<file path="src/rtl/ncint_pkg.sv">
`timescale 1ns / 1ps
`default_nettype none

package ncint_pkg;

  localparam int MAG_W         = 48;
  localparam int LIMB_W        = 24;
  localparam int G_BITS        = 30;
  localparam int SQUARINGS     = 5;
  localparam int FRAC_BITS_DEF = 16;
  localparam int EXP_ITER_DEF  = 16;

  localparam logic signed [47:0] MAX48 = {1'b0, {47{1'b1}}};
  localparam logic signed [47:0] MIN48 = {1'b1, {47{1'b0}}};
  localparam logic signed [31:0] MAX32 = {1'b0, {31{1'b1}}};
  localparam logic signed [31:0] MIN32 = {1'b1, {31{1'b0}}};

  typedef enum logic [2:0] {
    CMD_CHANNEL = 3'd0,
    CMD_RAXIAL  = 3'd1,
    CMD_AXIAL   = 3'd2,
    CMD_INJECT  = 3'd3,
    CMD_INIT    = 3'd4,
    CMD_PROCESS = 3'd5,
    CMD_REINIT  = 3'd6
  } cmd_e;

  typedef enum logic [2:0] {
    CFG_REST    = 3'd0,
    CFG_CAP     = 3'd1,
    CFG_LEAK    = 3'd2,
    CFG_AXIAL_R = 3'd3,
    CFG_BIAS    = 3'd4,
    CFG_INIT_V  = 3'd5,
    CFG_DT      = 3'd6
  } cfg_idx_e;

  typedef struct packed {
    logic              start;
    logic [MAG_W-1:0]  a;
    logic [MAG_W-1:0]  b;
  } mul_req_t;

  typedef struct packed {
    logic               done;
    logic [2*MAG_W-1:0] prod;
  } mul_rsp_t;

  function automatic logic [47:0] mag49(input logic signed [48:0] v);
    logic signed [48:0] n;
    n = -v;
    return v[48] ? n[47:0] : v[47:0];
  endfunction

  function automatic logic signed [47:0] sat48(input logic signed [49:0] v);
    if (v > 50'(MAX48)) return MAX48;
    if (v < 50'(MIN48)) return MIN48;
    return v[47:0];
  endfunction

  function automatic logic signed [31:0] sat32(input logic signed [49:0] v);
    if (v > 50'(MAX32)) return MAX32;
    if (v < 50'(MIN32)) return MIN32;
    return v[31:0];
  endfunction

endpackage

`default_nettype wire

</file>
<file path="src/rtl/ncint_mul.sv">
`timescale 1ns / 1ps
`default_nettype none

module ncint_mul (
  input  wire logic               clk_i,
  input  wire logic               rst_ni,
  input  wire ncint_pkg::mul_req_t req_i,
  output ncint_pkg::mul_rsp_t      rsp_o
);

  localparam int LW = ncint_pkg::LIMB_W;
  localparam int PW = 2 * ncint_pkg::MAG_W;

  logic          busy_q;
  logic          done_q;
  logic [1:0]    cnt_q;
  logic [PW-1:0] acc_q;

  logic [LW-1:0]   a_limb;
  logic [LW-1:0]   b_limb;
  logic [2*LW-1:0] pp;
  logic [PW-1:0]   pp_sh;

  // partial products, one 24x24 per cycle
  always_comb begin
    a_limb = cnt_q[1] ? req_i.a[2*LW-1:LW] : req_i.a[LW-1:0];
    b_limb = cnt_q[0] ? req_i.b[2*LW-1:LW] : req_i.b[LW-1:0];
    pp     = (2*LW)'(a_limb) * (2*LW)'(b_limb);
    pp_sh  = PW'(pp) << (LW * (32'(cnt_q[1]) + 32'(cnt_q[0])));
  end

  always_ff @(posedge clk_i or negedge rst_ni) begin
    if (!rst_ni) begin
      busy_q <= 1'b0;
      done_q <= 1'b0;
      cnt_q  <= '0;
      acc_q  <= '0;
    end else begin
      done_q <= 1'b0;
      if (req_i.start) begin
        busy_q <= 1'b1;
        cnt_q  <= '0;
        acc_q  <= '0;
      end else if (busy_q) begin
        acc_q <= acc_q + pp_sh;
        cnt_q <= cnt_q + 2'd1;
        if (cnt_q == 2'd3) begin
          busy_q <= 1'b0;
          done_q <= 1'b1;
        end
      end
    end
  end

  assign rsp_o.done = done_q;
  assign rsp_o.prod = acc_q;

endmodule

`default_nettype wire

</file>
<file path="config.mk">
export PLATFORM = sky130hd
export DESIGN_NAME = ncint_mul
export DESIGN_NICKNAME = d
export VERILOG_FILES = /design/src/rtl/ncint_pkg.sv /design/src/rtl/ncint_mul.sv
export SDC_FILE = /design/constraint.sdc
export NUM_CORES = 2
export LEC_CHECK = 0
export BUFFER_PORTS_ARGS = -buffer_cell sky130_fd_sc_hd__buf_2
export CAP_MARGIN = 20
export CORE_MARGIN = 3
export CORE_UTILIZATION = 50
export DETAILED_ROUTE_END_ITERATION = 12
export PLACE_DENSITY = 0.68
export SLEW_MARGIN = 40
export SYNTH_ARGS = -nofsm -noshare
export SYNTH_HDL_FRONTEND = slang
export SYNTH_SLANG_ARGS = --single-unit
</file>
<file path="constraint.sdc">
create_clock -name clk_i -period 12.7 [get_ports clk_i]
set_input_delay 1.905 -clock clk_i [delete_from_list [all_inputs] [get_ports clk_i]]
set_output_delay 1.905 -clock clk_i [all_outputs]
set_load 0.02 [all_outputs]
</file>
== Word level (Yosys, flattened, before mapping) ==
Index checks and enable logic that the tools add are counted.
W data, S select, Z words.
Storage, ports and cells
  flip-flop bits (word level): 100
  input port bits: 99
  output and inout port bits: 97
  logic and storage cells: 24
Cells by class
  $add $sub $neg: 3
  $mul: 2
  equality and inequality tests: 1
  shift-type cells: 1
  multiplexer cells: 12
  reduce and logical (&&, ||, !) cells: 1
Operators by type and width (count)
  $mux W96: 2
  $add A96 B96 Y96: 1
  $shl A48 B7 Y96: 1
  $mul A24 B24 Y48: 1
  $mux W24: 2
  $mux W1: 6
  $mul A2 B2 Y4 const A: 1
  $mux W2: 2
  $add A1 B1 Y2: 1
  $add A2 B1 Y2 const B: 1
  $eq A2 B2 Y1 const B: 1
  $reduce_bool A2 Y1: 1

== Depth between registers and ports, before layout ==
  depth in word-level cells: 6
  gate-level depth with buffers: 44
  gate-level depth less buffers: 40

== Least setup slack after synthesis ==
Ideal clock, no wire load.
  path type: input-to-reg
  from: input req_i[24] in the netlist's numbering
  to: register acc_q[90]
  library setup time: 0.126 ns
  arrival time: 11.155 ns
  required time: 12.574 ns
  path slack: 1.419 ns
  cell stages on the path: 39
  buffers on the path: 1
  path through: mux2i_1 > clkbuf_1 > nor2_1 > fa_1 > fa_1 > inv_1 > fa_1 > inv_1 > fa_1 > inv_1 > fa_1 > inv_1 > fa_1 > inv_1 > fa_1 > inv_1 > ha_1 > and3_1 > [... 3 more ...] > a31oi_2 > o31ai_2 > xnor2_1 > a21oi_1 > a2bb2oi_1 > and2_1 > a211oi_1 > ha_1 > a21o_1 > a21o_1 > a211oi_1 > a22o_1 > a31oi_4 > a2111oi_4 > nor2_4 > a31oi_4 > nor4_1 > a221o_1
Between the ends
  cells in the longest elaborated chain, start to end: 6
Ends and longest elaborated chain
  from (decl): line ncint_mul.sv:7  | input wire ncint_pkg::mul_req_t req_i,
  $mux W24: line ncint_mul.sv:27  | b_limb = cnt_q[0] ? req_i.b[2*LW-1:LW] : req_i.b[LW-1:0];
  $mul A24 B24 Y48: line ncint_mul.sv:28  | pp = (2*LW)'(a_limb) * (2*LW)'(b_limb);
  $shl A48 B7 Y96: line ncint_mul.sv:29  | pp_sh = PW'(pp) << (LW * (32'(cnt_q[1]) + 32'(cnt_q[0])));
  $add A96 B96 Y96: line ncint_mul.sv:45  | acc_q <= acc_q + pp_sh;
  $mux W96: line ncint_mul.sv:44  | end else if (busy_q) begin
  $mux W96: line ncint_mul.sv:40  | if (req_i.start) begin
  to (signal assigned): line ncint_mul.sv:45
  to (decl): line ncint_mul.sv:17  | logic [PW-1:0] acc_q;
No other way between the ends. The select of a mux whose other input is x is not followed.
A chain may end at the register's enable or synchronous reset.

== Final worst setup path ==
  from: input req_i[84] in the netlist's numbering
  to: register acc_q[87]
Between the ends
  cells in the longest elaborated chain, start to end: 6
Ends and longest elaborated chain
  $mux W24: line ncint_mul.sv:26  | a_limb = cnt_q[1] ? req_i.a[2*LW-1:LW] : req_i.a[LW-1:0];
  $mul A24 B24 Y48: line ncint_mul.sv:28
  $shl A48 B7 Y96: line ncint_mul.sv:29
  $add A96 B96 Y96: line ncint_mul.sv:45
  $mux W96: line ncint_mul.sv:44
  $mux W96: line ncint_mul.sv:40
No other way between the ends. The select of a mux whose other input is x is not followed.

==> flow_metrics.py <==
metrics = {
    "timing": {
        "worstMarginPinSlew_ns": 0.8614,
        "fin_tns_setup_ns": 0,
        "setup_ws_ns": 0.4333,
        "slew_headroom": 0.4258,
        "fin_crit_sh": 0.9659,
        "fmax_ghz": 0.08152,
        "final_max_slew_viol_count": 0,
        "rsz0062_at_grt": "false",
        "clock_skew_ns": 0.01599,
        "final_hold_viol_count": 0,
        "min_period_ns": 12.27,
        "setup_violations": 0,
    },
    "logic_synthesis": {
        "ys_ff_latch": 100,
        "yosysMostFrequentCell": "inv_1",
        "synth_nets": 4737,
        "yosysTopAreaCellShare": 0.3066,
        "synthCells": 3883,
        "synth_edf_count": 0,
        "syn_avg_cell_area_um2": 8.122,
        "syn_area_um2": 31540,
        "ys_top_cells_by_area": "fa_1 (31%), ha_1 (11%), dfrtp_1 (7.9%)",
        "ys_top_cells_by_count": "inv_1 (600), nand2_1 (497), nor2_1 (488)",
        "synthArstFlopShare": 1.000,
        "synth_top_cell_by_area": "fa_1",
        "ys.flop_type": "dfrtp_1",
        "yosysUniqueCellTypes": 102,
        "ys_seq_area_frac": 0.07935,
        "yosys_warnings": 0,
    },
    "place": {
        "pre_cts_slack_ns": 0.1492,
        "dp_hpwl_um": 87740,
        "gp_congestion": 0.9610,
        "place.port_buffers": 195,
    },
    "global_route": {
        "antenna_found_initial": 0,
        "overflow": 0,
        "grtUsageTotal": 0.3241,
        "grt_max_degree": 65,
        "grt_pass1_vias": 28650,
        "grt_pass1_wl_um": 167300,
    },
    "cells_and_area": {
        "drive_above_1_share": 0.1136,
        "nFillCells": 5904,
        "antenna_cells": 0,
        "multi_input_area_um2": 26090,
        "synthToLayoutAreaGrowth_pct": 7.939,
        "ff_latch_area_um2": 2514,
        "final_nets": 4855,
    },
    "clock_tree": {
        "tritoncts": "done",
        "cts_sinks": 100,
        "cts_made_buffers": 9,
        "clock_latency_ns": 0.38,
        "clockBufferDepth": 2,
        "htreeDepth": 3,
        "clk_pin_slew_ns": 0.07,
        "cts_root_buf": "clkbuf_16",
        "postCtsHoldBufs": 0,
    },
    "floorplanning": {
        "die_area_um2": 66130,
        "io_pins": 196,
        "start_util": 0.5082,
        "core_area_um2": 62050,
        "die_h_um": 257.2,
        "die_x_um": 257.2,
        "rows": 91,
    },
    "min_path": {
        "whs_path_depth": 2,
        "hp-start": "acc_q[64]",
        "hold_class": "reg2reg",
        "whs_endpoint": "acc_q[64]",
    },
    "worst_setup_path": {
        "crit_fanout": 12,
        "r2r_cells": 41,
        "worst-path-stages": 41,
        "cpPeakStageDelay_ns": 0.54,
        "r2r-start": "cnt_q[1]",
        "arrival_ns": 12.53,
        "cp.required_ns": 12.96,
        "path_buf_inv": 8,
        "critPathKind": "in2reg",
        "cp_slowest_cell": "fa_1",
        "reg2reg_setup_slack_ns": 0.86,
        "cp-end-kind": "register",
        "worstSetupStartpointType": "input pin",
        "crit_path_start": "req_i[84]",
        "critical-path-top-delay-family": "adder cells",
        "reg2reg_to": "acc_q[87]",
    },
    "route": {
        "avgRoutedWirePerCell_um": 21.97,
        "vias": 28400,
        "route.detailed.drc": 0,
        "viasPerCell": 5.865,
        "drt_first_pass_iters": 5,
        "ant_nets": 0,
        "wl_um": 106400,
        "drtIter0Drc": 2340,
    },
    "job": {
        "maxCapViolCount": 0,
    },
    "status": {
        "outcome": "finished clean",
    },
}
routing by layer:
metal,GRT usage,vias up,wire length [um]
met4,0.1469,0,5624
met5,0,-,0
li1,-,12880,-
met1,0.4309,13890,43410
met2,0.5235,1364,48580
met3,0.05068,270,8756
worst min-delay path, stage by stage (launching register included):
cell and delay, ns:
dfrtp_1 0.37, nand2_1 0.05, o21ai_0 0.07
sequential cells by signal, indices dropped and copies added (netlist names):
register,flops
acc_q,96
cnt_q,2
done_q,1
busy_q,1
cell type report:
| cell class | instances | share of cell area |
|---|---|---|
| multi-input combinational | 2993 | 0.7663 |
| sequential | 100 | 0.07384 |
| inverter | 602 | 0.06642 |
| timing repair buffer | 295 | 0.05407 |
| tap | 837 | 0.03076 |
| clock buffer | 12 | 0.007241 |
| clock inverter | 3 | 0.001360 |
through the flow:
stage	instances	cell area (um2)	util	hold slack [ns]
finish	4842	34040	0.5486	0.5286
CTS	4838	33950	0.5471	0.5392
global route	4842	34040	0.5486	0.5649
global placement	4823	33650	0.5422	0.5105
detailed placement	4823	33660	0.5424	0.5161
floorplan	3883	31540	-	0.6123
cell families (layout without fill, tap and decap cells):
group / count (synthesis) / after routing / share of synthesized area
AOI/OAI and AO/OA: 693 / 693 / 0.1496
xor gates and xnor gates: 117 / 117 / 0.03297
adders and majority gates: 755 / 755 / 0.4145
buffers and inverters: 790 / 912 / 0.09565
DFF: 100 / 100 / 0.07935
muxes: 175 / 175 / 0.05800
and+or+nand+nor: 1253 / 1253 / 0.1700
placed cells by master, fill, tap and decap left out, types with 12 or more instances in the layout:
cell / count
o21bai_1: 38
fa_1: 483
xor2_1: 37
o22ai_1: 19
a21oi_2: 15
o21ai_1: 13
or3_1: 13
nor3_1: 37
nand2_1: 497
o21a_1: 17
o211ai_1: 13
nand4_1: 56
buf_4: 90
buf_2: 194
dfrtp_1: 97
and2_1: 30
a21o_1: 73
nand3_1: 44
nor2_1: 486
a211oi_1: 19
inv_1: 600
mux2_2: 50
o21ai_0: 125
a31oi_1: 16
a21oi_1: 208
nand2b_1: 12
xnor2_1: 77
and3_1: 19
ha_1: 271
mux2i_1: 116
how the worst max path moves through the flow:
stage           endpoint  slack, ns
5_1_grt        acc_q[87]       0.02
2_1_floorplan  acc_q[90]       1.42
4_1_cts        acc_q[87]       0.50
3_3_place_gp   acc_q[72]       0.17
3_5_place_dp   acc_q[87]       0.15
6_report       acc_q[87]       0.43
what timing repair did:
action                                  CTS  global route
endpoints found under the setup margin    0             3
buffers inserted                          0             3
resized for setup                         0             7
Power is left out: the tool's default activity adds up to more than one toggle a clock period on the data nets, which glitch-free logic cannot reach.
