--- src/rtl/ncint_pkg.sv ---
`timescale 1ns / 1ps
`default_nettype none

package ncint_pkg;

  localparam int MAG_W         = 48;
  localparam int LIMB_W        = 24;
  localparam int G_BITS        = 30;
  localparam int SQUARINGS     = 5;
  localparam int FRAC_BITS_DEF = 16;
  localparam int EXP_ITER_DEF  = 16;

  localparam logic signed [47:0] MAX48 = {1'b0, {47{1'b1}}};
  localparam logic signed [47:0] MIN48 = {1'b1, {47{1'b0}}};
  localparam logic signed [31:0] MAX32 = {1'b0, {31{1'b1}}};
  localparam logic signed [31:0] MIN32 = {1'b1, {31{1'b0}}};

  typedef enum logic [2:0] {
    CMD_CHANNEL = 3'd0,
    CMD_RAXIAL  = 3'd1,
    CMD_AXIAL   = 3'd2,
    CMD_INJECT  = 3'd3,
    CMD_INIT    = 3'd4,
    CMD_PROCESS = 3'd5,
    CMD_REINIT  = 3'd6
  } cmd_e;

  typedef enum logic [2:0] {
    CFG_REST    = 3'd0,
    CFG_CAP     = 3'd1,
    CFG_LEAK    = 3'd2,
    CFG_AXIAL_R = 3'd3,
    CFG_BIAS    = 3'd4,
    CFG_INIT_V  = 3'd5,
    CFG_DT      = 3'd6
  } cfg_idx_e;

  typedef struct packed {
    logic              start;
    logic [MAG_W-1:0]  a;
    logic [MAG_W-1:0]  b;
  } mul_req_t;

  typedef struct packed {
    logic               done;
    logic [2*MAG_W-1:0] prod;
  } mul_rsp_t;

  function automatic logic [47:0] mag49(input logic signed [48:0] v);
    logic signed [48:0] n;
    n = -v;
    return v[48] ? n[47:0] : v[47:0];
  endfunction

  function automatic logic signed [47:0] sat48(input logic signed [49:0] v);
    if (v > 50'(MAX48)) return MAX48;
    if (v < 50'(MIN48)) return MIN48;
    return v[47:0];
  endfunction

  function automatic logic signed [31:0] sat32(input logic signed [49:0] v);
    if (v > 50'(MAX32)) return MAX32;
    if (v < 50'(MIN32)) return MIN32;
    return v[31:0];
  endfunction

endpackage

`default_nettype wire

--- src/rtl/ncint_div.sv ---
`timescale 1ns / 1ps
`default_nettype none

module ncint_div #(
  parameter int DW = ncint_pkg::MAG_W + ncint_pkg::FRAC_BITS_DEF
) (
  input  wire logic          clk_i,
  input  wire logic          rst_ni,
  input  wire logic          start_i,
  input  wire logic [DW-1:0] dividend_i,
  input  wire logic [47:0]   divisor_i,
  output logic               done_o,
  output logic [DW-1:0]      quot_o
);

  localparam int CW = $clog2(DW + 1);

  logic          busy_q;
  logic          done_q;
  logic [CW-1:0] cnt_q;
  logic [47:0]   rem_q;
  logic [DW-1:0] quo_q;

  logic [48:0] trial;
  logic [48:0] diff;
  logic        ge;

  // restoring division, one quotient bit per cycle
  always_comb begin
    trial = {rem_q, quo_q[DW-1]};
    ge    = trial >= {1'b0, divisor_i};
    diff  = trial - {1'b0, divisor_i};
  end

  always_ff @(posedge clk_i or negedge rst_ni) begin
    if (!rst_ni) begin
      busy_q <= 1'b0;
      done_q <= 1'b0;
      cnt_q  <= '0;
      rem_q  <= '0;
      quo_q  <= '0;
    end else begin
      done_q <= 1'b0;
      if (start_i) begin
        busy_q <= 1'b1;
        cnt_q  <= CW'(DW);
        rem_q  <= '0;
        quo_q  <= dividend_i;
      end else if (busy_q) begin
        rem_q <= ge ? diff[47:0] : trial[47:0];
        quo_q <= {quo_q[DW-2:0], ge};
        cnt_q <= cnt_q - CW'(1);
        if (cnt_q == CW'(1)) begin
          busy_q <= 1'b0;
          done_q <= 1'b1;
        end
      end
    end
  end

  assign done_o = done_q;
  assign quot_o = quo_q;

endmodule

`default_nettype wire
--- config.mk ---
export PLATFORM = sky130hd
export DESIGN_NAME = ncint_div
export DESIGN_NICKNAME = d
export VERILOG_FILES = /design/src/rtl/ncint_pkg.sv /design/src/rtl/ncint_div.sv
export SDC_FILE = /design/constraint.sdc
export NUM_CORES = 1
export LEC_CHECK = 0
export ABC_AREA = 1
export BUFFER_PORTS_ARGS = -buffer_cell sky130_fd_sc_hd__buf_2
export CORE_UTILIZATION = 55
export DETAILED_ROUTE_END_ITERATION = 16
export PLACE_DENSITY = 0.79
export SYNTH_ARGS = -nofsm -noshare
export SYNTH_HDL_FRONTEND = slang
export SYNTH_SLANG_ARGS = --single-unit
export TNS_END_PERCENT = 100
--- constraint.sdc ---
create_clock -name clk_i -period 3.2 [get_ports clk_i]
set_input_delay 0.16 -clock clk_i [delete_from_list [all_inputs] [get_ports clk_i]]
set_output_delay 0.16 -clock clk_i [all_outputs]
set_load 0.01 [all_outputs]
Yosys cells after proc, flatten, opt, wreduce, memory -nomap -nowiden. Cells that the tools add are included. Widths: inputs -> output; s select.

Latch bits: 0. RAM bits: 0. Memory bits (read-only): 0. Memories kept: 0. Bits in registers: 121.

Muxes and demuxes: 13. Add/subtract/negate cells: 2. Bitwise logic cells: 0. Multipliers: 0. Order comparisons: 1. Shift-type cells: 0. Divide/modulo/power cells: 0. Equal/unequal tests: 1. Reductions and logical operators: 1.

Operator list (count): $mux 48 (3); $mux 64 (2); $ge 49x48->1 (1); $sub 48x48->48 (1); $mux 7 (2); $eq 7x1->1 const B (1); $sub 7x1->7 const B (1); $mux 1 (6); $reduce_bool 2->1 (1).

Depth between registers and ports, before layout. Gate-level depths: netlist of run 1.

Word-level depth: 4. Gate-level depth with buffers: 17.

Worst setup path before layout of run 1. Ideal clock, no wire load.

Kind: reg2reg. From: reg rem_q[43]. To: reg rem_q[20]. Buffers on the path: 1. Path slack: 1157 ps. Data required time: 3083 ps. Setup time: 117 ps. Stages on the path, launching flop included: 13. Data arrival time: 1927 ps. Path through: dfrtp_1 > ha_1 > nand2_2 > inv_2 > a21oi_2 > nor2_1 > nor2_1 > nand3_2 > nor2_4 > clkbuf_1 > nand3b_1 > nand3_2 > nand2_1.

Word-level cells in the longest chain between the ends: 4.

Ends and longest elaborated chain: start, declared (line ncint_div.sv:21) `logic [47:0] rem_q;`; start signal, assigned (line ncint_div.sv:50) `rem_q <= ge ? diff[47:0] : trial[47:0];`; $ge 49x48->1 (line ncint_div.sv:31) `ge = trial >= {1'b0, divisor_i};`; $mux 48 (line ncint_div.sv:50); $mux 48 (line ncint_div.sv:49) `end else if (busy_q) begin`; $mux 48 (line ncint_div.sv:44) `if (start_i) begin`.

No other way between the ends. The select of a mux whose other input is x is not followed. A chain may end at the register's enable or synchronous reset.

Final worst setup path of run 1.
From: reg rem_q[27]. To: reg rem_q[23].

Same word-level chain as after synthesis.

==> results.py, run 1 <==
metrics = {
    "setup_path": {
        "cp.required_ps": 3510,
        "critPathMaxFanout": 22,
        "crit_top_cell": "nand2_1",
        "cp_slowest_stage_delay_ps": 410,
        "reg2reg_slack_ps": 560,
        "worstPathCellList": "ha_1 > nand2_1 > inv_1 > nand2_2 > nor2_1 > nand2_1 > nor2_1 > nand2_1 > nand3_2 > nor2_4 > nand2_4 > buf_4 > nand2_2 > nand3_1 > nand2_1",
        "critPathCaptureType": "register",
        "criticalPathCategory": "register to register",
        "crit_slowest_cell": "dfrtp_1",
        "cp.arrival_ps": 2940,
        "crit_path_start_kind": "register",
    },
    "detailed_routing": {
        "ant_nets": 0,
        "drt_wl_total_um": 32600,
        "vias": 10800,
        "wire_per_inst_um": 15.8,
        "drt_pre_antenna_iters": 6,
        "drcViolationCount": 0,
        "drt_iter0_drc": 684,
        "via_per_inst": 5.20,
    },
    "final_layout": {
        "area_delta_synth_final_pct": 20.3,
        "post_route_cells_drive_above_1_share_pct": 15.6,
        "final_common_cell": "nand2_1",
        "seqCellArea_sq_mm": 0.00303,
        "antenna_cells": 0,
        "fill_cells": 1639,
        "final_util_pct": 67.9,
        "multi_input_area_sq_mm": 0.00576,
        "final_nets": 1995,
        "most-common-layout-cells": "nand2_1 (643), inv_1 (303), buf_2 (178)",
    },
    "clock_network": {
        "clockRootBuffer": "clkbuf_16",
        "cts_tree": "built",
        "clk_latency_ps": 430,
        "cts.htree.levels": 4,
        "cts_made_buffers": 17,
        "clk_pin_slew_ps": 70,
        "cts_max_path_buffers": 2,
        "clock_sinks": 121,
    },
    "pwr": {
        "p_int_mw": 2.98,
        "p_sw_share_pct": 32.6,
        "power_density_mw_per_mm2": 361,
        "p_clk_share_pct": 43.4,
        "p_sw_mw": 1.44,
        "p_comb_share_pct": 17.6,
        "ir_worst_vdd_uv": 700,
        "total_power_mw": 4.42,
        "seqPwrFrac_pct": 39.0,
        "leakagePower_nw": 7.26,
    },
    "global_route": {
        "grt_antenna_before_repair": 1,
        "grt-ovfl-total": 0,
        "first_global_vias": 10100,
        "grt_usage_pct": 35.1,
        "grt_pass1_wl_um": 50900,
        "grt_max_degree": 76,
    },
    "sta": {
        "finalClockSkew_ps": 11.8,
        "fin_crit_ps": 2640,
        "setup_slack_ps": 565,
        "tns_ps": 0,
        "fin_hold_ws_ps": 10.2,
        "max_slew_margin_pct": 39.5,
        "slew_viol_final": 0,
        "tightest_slew_ps": 907,
        "fmax_mhz": 379,
        "hold_viol": 0,
        "setup_viol": 0,
        "rsz0062_at_grt": "no",
        "fin_crit_sh_pct": 82.4,
    },
    "worst_hold_path": {
        "hold_path_class": "primary input to register",
    },
    "synth": {
        "yosysWarningCount": 0,
        "yosysSeqAreaShare_pct": 29.8,
        "synth_area_sq_mm": 0.0102,
        "synth_top_area_share_pct": 29.8,
        "synthCells": 1623,
        "synthArstFlopShare_pct": 100,
        "ys.flop_type": "dfrtp_1",
        "ys_types": 40,
        "synth-seq-cells": 121,
        "synth_area_leaders": "dfrtp_1 (30%), nand2_1 (24%), inv_1 (11%), ha_1 (6.2%), nor2_1 (3.9%)",
        "synth_nets": 1789,
        "synth_edf_count": 0,
        "syn_area_per_cell_sq_um": 6.27,
        "yosys.area.top_type": "dfrtp_1",
    },
    "floorplan": {
        "die-height_um": 138,
        "core_sq_mm": 0.0180,
        "initial_utilization_pct": 56.4,
        "row_count": 49,
        "die_area_sq_mm": 0.0190,
        "die_x_um": 138,
        "boundaryPins": 180,
    },
    "status": {
        "status": "complete, no violations",
    },
    "placed_design": {
        "dp_slack_ps": 655,
        "dp_hpwl_um": 23800,
        "routabilityCongestion": 1.02,
        "port_buffers": 179,
    },
    "job": {
        "cap_violations": 0,
    },
}
## worst paths after layout
kind,start,endpoint,depth (start not counted)
setup / recovery,rem_q[27],rem_q[23],15
hold / removal,dividend_i[52],quot_o[52],3
setup reg to reg,rem_q[27],rem_q[23],15
hold reg to reg,cnt_q[4],cnt_q[4],1
max in group asynchronous,rst_ni,quot_o[57],3
min in group asynchronous,rst_ni,rem_q[17],2
## state kept, by name, summed over array words and instances, names as in the netlist
name / flops
busy_q: 1
done_o: 1
rem_q: 48
quot_o: 64
cnt_q: 7
## synth_stat cells (9+ instances only)
library cell and number:
o211ai_1 9, xnor2_1 21, a22oi_1 18, nand2_1 643, dfrtp_1 121, nand3b_1 36, o21ai_0 11, clkbuf_1 29
nand2_2 28, o221ai_1 13, a21oi_1 47, nand4_1 12, o22ai_1 24, nand3_1 76, nor2_1 107, nand3_2 17
ha_1 50, inv_1 303
## power by group through the flow
stage / Clock [mW] / Sequential [mW] / Combinational, mW
2_1_floorplan: 0 / 1.77 / 0.379
4_1_cts: 1.92 / 1.72 / 0.762
6_report: 1.92 / 1.72 / 0.780
3_3_place_gp: 0 / 1.74 / 0.706
3_5_place_dp: 0 / 1.74 / 0.721
5_1_grt: 2.00 / 1.73 / 0.862
## kinds of logic after synthesis
family                   count (synthesis)  share of synthesized area (%)
AND/OR/NAND/NOR                        941                           39.8
buffers and inverters                  353                           13.7
AO/OA/AOI/OAI                          134                           8.35
flip-flops                             121                           29.8
adder cells (fa/ha/maj)                 51                           6.35
XOR/XNOR                                23                           1.98
## timing repair
item | CTS | global route
hold endpoints to repair | 98 | 0
setup buffers | 0 | 0
hold buffers | 40 | 0
gates resized for setup | 0 | 0
endpoints found under the setup margin | 0 | 0
## cell type report
cell class,count,share of cell area (%)
Sequential cell,121,24.7
Timing Repair Buffer,231,11.7
Inverter,309,9.48
Multi-Input combinational cell,1149,47.1
Clock buffer,17,3.48
Tap cell,229,2.34
Clock inverter,15,1.22
## worst max-delay path, delay by kind of cell, from the launching register on
family,cells,cell delay [ps]
buffers and inverters,2,370
adder cells (fa/ha/maj),1,410
AND/OR/NAND/NOR,12,1330
flip-flops,1,410
## metrics by stage
stage          cell area (sq um)  cells
6_report                   12200   2071
5_1_grt                    12200   2071
3_3_place_gp               11300   1999
2_1_floorplan              10200   1623
4_1_cts                    12200   2071
3_5_place_dp               11300   1999
## layer usage
layer,up-vias,track usage (%),part of all wire (%)
li1,5400,-,-
met1,4888,42.8,42
met2,405,59.8,47
met3,84,6.76,6.1
met4,2,15.3,4.3
met5,-,0,0.040
No activity file was read; power rests on OpenSTA's default activity.
==> run 2, diff against run 1 <==
--- a/config.mk
+++ b/config.mk
@@ -7,9 +7,9 @@
 export LEC_CHECK = 0
 export ABC_AREA = 1
 export BUFFER_PORTS_ARGS = -buffer_cell sky130_fd_sc_hd__buf_2
-export CORE_UTILIZATION = 55
+export CORE_UTILIZATION = 52
 export DETAILED_ROUTE_END_ITERATION = 16
-export PLACE_DENSITY = 0.79
+export PLACE_DENSITY = 0.78
 export SYNTH_ARGS = -nofsm -noshare
 export SYNTH_HDL_FRONTEND = slang
 export SYNTH_SLANG_ARGS = --single-unit
==> constraint.sdc (replaced) <==
create_clock -name clk_i -period 2.35 [get_ports clk_i]
set_input_delay 0.1175 -clock clk_i [delete_from_list [all_inputs] [get_ports clk_i]]
set_output_delay 0.1175 -clock clk_i [all_outputs]
set_load 0.01 [all_outputs]
==> results.py, run 2 (synthesized netlist as in run 1, its figures left out) <==
metrics = {
    "sta": {
        "slew_viol_final": 0,
        "tns_ps": -57.1,
        "setup_viol": 4,
        "max_slew_margin_pct": 39.7,
        "finalClockSkew_ps": 11.7,
        "hold_viol": 0,
        "fin_crit_sh_pct": 101,
        "setup_slack_ps": -21.9,
        "fin_crit_ps": 2370,
        "fmax_mhz": 422,
        "tightest_slew_ps": 903,
        "fin_hold_ws_ps": 3.00,
    },
    "setup_path": {
        "cp.required_ps": 2670,
        "reg2reg_from": "rem_q[37]",
        "crit_path_start_kind": "register",
        "critPathCaptureType": "register",
        "cp.buffers_inverters": 3,
        "path_delay_family": "simple AND/OR/NAND/NOR gates",
        "cp.arrival_ps": 2690,
        "worstPathCellList": "ha_4 > nand2_2 > nor2_4 > inv_2 > nor2_2 > nand2_1 > a21oi_2 > nor2_4 > buf_6 > nand2_8 > clkbuf_16 > nand2_1 > nand3_1 > nand2_1",
        "rr_worst_depth": 14,
        "reg2reg_slack_ps": -20,
        "r2r-end": "rem_q[7]",
        "cp_slowest_stage_delay_ps": 420,
        "critPathMaxFanout": 8,
        "crit_slowest_cell": "dfrtp_1",
        "crit_top_cell": "nand2_1",
        "setup.worst_path.start": "rem_q[37]",
        "criticalPathCategory": "register to register",
    },
    "clock_network": {
        "cts.htree.levels": 4,
        "cts_made_buffers": 17,
        "clockRootBuffer": "clkbuf_16",
        "cts_max_path_buffers": 2,
        "cts_tree": "built",
        "clk_latency_ps": 430,
        "clk_pin_slew_ps": 70,
        "clock_sinks": 121,
    },
    "pwr": {
        "leakagePower_nw": 7.81,
        "power_density_mw_per_mm2": 451,
        "ir_worst_vdd_uv": 465,
    },
    "global_route": {
        "use_met1_pct": 42.1,
        "grt_max_degree": 77,
        "grt_antenna_before_repair": 0,
        "grt_util_met3_pct": 5.67,
        "top_usage_layer": "met2",
        "grt-ovfl-total": 0,
        "first_global_vias": 11000,
        "grt_pass1_wl_um": 54200,
        "globalRouteMet2Util_pct": 60.4,
        "grt_usage_pct": 34.6,
    },
    "placed_design": {
        "routabilityCongestion": 1.01,
        "dp_slack_ps": -35.7,
        "port_buffers": 179,
        "dp_hpwl_um": 24300,
        "placed_area_sq_mm": 0.0116,
    },
    "final_layout": {
        "multi_input_area_sq_mm": 0.00657,
        "most-common-layout-cells": "nand2_1 (604), inv_1 (291), buf_2 (178)",
        "seqCellArea_sq_mm": 0.00303,
        "post-route-cell-area_sq_mm": 0.0140,
        "largest_reg_flops": 64,
        "final_common_cell": "nand2_1",
        "post_route_cells_drive_above_1_share_pct": 24.4,
        "area_delta_synth_final_pct": 37.5,
        "final_nets": 2092,
        "fill_cells": 1477,
    },
    "job": {
        "cap_violations": 0,
    },
    "worst_hold_path": {
        "hold_path_class": "primary input to register",
        "whs_path_depth": 3,
        "min_to": "quot_o[58]",
        "hp-start": "dividend_i[58]",
    },
    "detailed_routing": {
        "drt_iter0_drc": 931,
        "drt_pre_antenna_iters": 5,
        "wire_per_inst_um": 16.9,
        "via_per_inst": 5.34,
        "drt_wl_total_um": 37300,
        "drcViolationCount": 0,
        "vias": 11800,
        "ant_nets": 0,
    },
    "status": {
        "status": "finished with violations",
        "violations": "negative setup slack",
    },
    "floorplan": {
        "boundaryPins": 180,
        "core_sq_mm": 0.0190,
        "initial_utilization_pct": 53.7,
        "die-height_um": 142,
        "die_area_sq_mm": 0.0201,
        "row_count": 50,
        "die_x_um": 142,
    },
}
-- run 2: cell types whose count changed in the layout (fill, tap and decap cells not counted), moves of 11 or more --
| cell | change |
|---|---|
| inv_2 | +11 |
| nor2_1 | -14 |
| ha_1 | -41 |
| ha_4 | +41 |
| dlygate4sd3_1 | +21 |
| nand2_1 | -39 |
| buf_4 | +63 |
| inv_1 | -12 |
| nand2_2 | +30 |
-- run 2: routing by layer --
metal,routed length [um],vias to the layer above,share of wire [%]
met2,17900,582,48
li1,-,5610,-
met3,2780,161,7.5
met4,1960,0,5.3
met5,0,-,0
met1,14700,5404,39
-- run 2: worst max-delay path by stage --
stage	end	cells past startpoint	slack [ps]
2_1_floorplan	rem_q[20]	12	310
3_3_place_gp	rem_q[1]	15	-40
3_5_place_dp	rem_q[28]	17	-40
4_1_cts	rem_q[46]	15	3
5_1_grt	rem_q[7]	16	-120
6_report	rem_q[7]	14	-20
-- run 2: tightest hold or removal path, delay by kind of cell --
family	cells	cell delay, ps
AOI/OAI and AO/OA	2	190
buffers and inverters	1	80
-- run 2: cell type report --
cell class	count	share of cell area, %
timing repair buffer	325	16.5
multi-input combinational	1152	47.0
clock buffer	19	3.24
inverter	309	8.31
sequential	121	21.7
clock inverter	13	0.966
tap	260	2.33
antenna	1	0.0179
-- run 2: through the flow --
| stage | power [mW] | util (%) | cells |
|---|---|---|---|
| 2_1_floorplan | 2.93 | - | 1623 |
| 6_report | 6.30 | 73.8 | 2200 |
| 4_1_cts | 6.16 | 67.7 | 2163 |
| 3_3_place_gp | 3.35 | 61.3 | 2070 |
| 5_1_grt | 6.54 | 73.8 | 2199 |
| 3_5_place_dp | 3.38 | 61.3 | 2070 |
-- run 2: repair_timing --
action                                  in CTS  in global routing
pin swaps                                    0                 30
endpoints found under the setup margin      48                 49
endpoints found under the hold margin      181                  0
hold buffers                                61                  0
gates resized for setup                      6                139
setup buffers                                0                 28
gates cloned                                 0                  8
-- run 2: where the power goes --
group | total, mW | switching [mW] | leakage [nW] | internal, mW
Combinational | 1.24 | 0.718 | 5.99 | 0.518
Sequential | 2.35 | 0.125 | 1.54 | 2.23
Clock | 2.71 | 1.17 | 0.289 | 1.54
Total | 6.30 | 2.01 | 7.81 | 4.29
==> run 3, diff against run 2 <==
--- a/config.mk
+++ b/config.mk
@@ -9,7 +9,7 @@
 export BUFFER_PORTS_ARGS = -buffer_cell sky130_fd_sc_hd__buf_2
 export CORE_UTILIZATION = 52
 export DETAILED_ROUTE_END_ITERATION = 16
-export PLACE_DENSITY = 0.78
+export PLACE_DENSITY_LB_ADDON = 0.25
 export SYNTH_ARGS = -nofsm -noshare
 export SYNTH_HDL_FRONTEND = slang
 export SYNTH_SLANG_ARGS = --single-unit
==> results.py, run 3 (synthesized netlist as in run 1, its figures left out) <==
metrics = {
    "status": {
        "status": "complete, no violations",
    },
    "setup_path": {
        "cp.arrival_ps": 2570,
        "cp.required_ps": 2660,
        "rr_worst_depth": 13,
        "critPathMaxFanout": 15,
        "crit_path_start_kind": "register",
        "reg2reg_from": "rem_q[16]",
        "criticalPathCategory": "register to register",
        "critPathCaptureType": "register",
        "setup.worst_path.start": "rem_q[16]",
    },
    "global_route": {
        "grt_usage_pct": 34.2,
        "grt_antenna_before_repair": 0,
        "grt_pass1_wl_um": 53600,
        "grt-ovfl-total": 0,
        "grt_max_degree": 77,
        "first_global_vias": 10600,
    },
    "pwr": {
        "p_clk_share_pct": 41.9,
        "leakagePower_nw": 7.52,
        "seqPwrFrac_pct": 38.8,
        "total_power_mw": 6.04,
        "p_sw_share_pct": 32.5,
        "ir_worst_vdd_uv": 480,
        "p_int_mw": 4.08,
        "p_sw_mw": 1.96,
        "p_comb_share_pct": 19.3,
        "power_density_mw_per_mm2": 454,
    },
    "sta": {
        "setup_viol": 0,
        "rsz0062_at_grt": "yes",
        "fin_crit_ps": 2260,
        "tns_ps": 0,
        "fin_hold_ws_ps": 6.24,
        "fin_crit_sh_pct": 96.1,
        "tightest_slew_ps": 611,
        "fmax_mhz": 443,
        "max_slew_margin_pct": 59.3,
        "finalClockSkew_ps": 13.3,
        "hold_viol": 0,
        "slew_viol_final": 0,
    },
    "detailed_routing": {
        "drt_wl_total_um": 34100,
        "vias": 11100,
        "ant_nets": 0,
        "drt_pre_antenna_iters": 6,
        "drcViolationCount": 0,
        "via_per_inst": 5.16,
        "drt_iter0_drc": 733,
        "wire_per_inst_um": 15.8,
    },
    "clock_network": {
        "clk_latency_ps": 430,
        "cts_tree": "built",
        "cts_max_path_buffers": 2,
        "clockRootBuffer": "clkbuf_16",
        "clk_pin_slew_ps": 70,
        "cts.htree.levels": 4,
        "clock_sinks": 121,
        "cts_made_buffers": 17,
    },
    "floorplan": {
        "row_count": 50,
        "die_area_sq_mm": 0.0201,
        "die_x_um": 142,
        "boundaryPins": 180,
        "initial_utilization_pct": 53.7,
        "core_sq_mm": 0.0190,
        "die-height_um": 142,
    },
    "final_layout": {
        "area_delta_synth_final_pct": 31.0,
        "most-common-layout-cells": "nand2_1 (631), inv_1 (300), buf_2 (178)",
        "antenna_cells": 0,
        "final_nets": 2053,
        "post_route_cells_drive_above_1_share_pct": 21.0,
        "final_common_cell": "nand2_1",
        "final_util_pct": 70.3,
        "largest_reg_flops": 64,
    },
    "worst_hold_path": {
        "hold_path_class": "primary input to register",
        "hp-start": "dividend_i[54]",
        "whs_path_depth": 3,
    },
    "placed_design": {
        "dp_hpwl_um": 24300,
        "routabilityCongestion": 1.03,
        "port_buffers": 179,
    },
    "job": {
        "cap_violations": 0,
    },
}
## run 3: changes by cell type in the layout (fill, tap and decap cells not counted), sizes merged
cell and delta:
clkinv +1, diode -1, buf -31, bufinv -1, clkbuf -5, clkinvlp +1, dlygate4sd3 -2, nand2 -3
## run 3: per-layer routing
layer	vias to the layer above	track usage, %	part of all wire, %
met4	0	12.5	3.3
met2	426	58.7	48
li1	5529	-	-
met5	-	0	0
met3	85	5.91	6.5
met1	5106	43.2	42
## run 3: path summary, 6_finish.rpt
check | endpoint | slack, ps
min reg2reg | cnt_q[4] | 500
max in group asynchronous | rem_q[0] | 1410
min in group asynchronous | rem_q[19] | 240
max reg2reg | rem_q[5] | 90
min | quot_o[54] | 6
max | rem_q[5] | 90
## run 3: per-stage QoR
stage                     cells  area (sq um)  setup WS (ps)
after global routing       2159         13300          -26.9
final                      2159         13300           91.2
after global placement     2063         11600          -91.1
after detailed placement   2063         11600           -109
after floorplan            1623         10200            307
after CTS                  2153         12800           5.46
## run 3: area by class of cell
cell class | count | area [sq um]
Fill cell | 1610 | 5630
Clock buffer | 17 | 425
Multi-Input combinational cell | 1149 | 6300
Inverter | 309 | 1160
Tap cell | 260 | 325
Timing Repair Buffer | 289 | 1970
Sequential cell | 121 | 3030
Clock inverter | 14 | 115
## run 3: timing repair
| item | 4_1_cts | 5_1_grt |
|---|---|---|
| endpoints found under the hold margin | 97 | 0 |
| setup buffers | 0 | 5 |
| cloned | 0 | 1 |
| pin swaps | 1 | 5 |
| setup endpoints to repair | 48 | 49 |
| hold buffers | 59 | 0 |
| gates resized for setup | 9 | 71 |
## run 3: worst max-delay path, stage by stage, from the launching register on
cell and delay, ps:
dfrtp_1 420, ha_4 300, nand2_1 90, inv_1 110
nand2_1 110, nor2_2 150, inv_1 100, nor2_2 160
nand3b_4 130, nand2_8 180, buf_12 170, nand2_1 70
nand3_1 80, nand2_1 60
## run 3: power groups by stage
stage          sequential [mW]  combinational [mW]  clock, mW
4_1_cts                   2.34                1.09       2.54
3_5_place_dp              2.37                1.00          0
3_3_place_gp              2.37               0.984          0
6_report                  2.34                1.17       2.53
2_1_floorplan             2.41               0.516          0
5_1_grt                   2.36                1.29       2.63
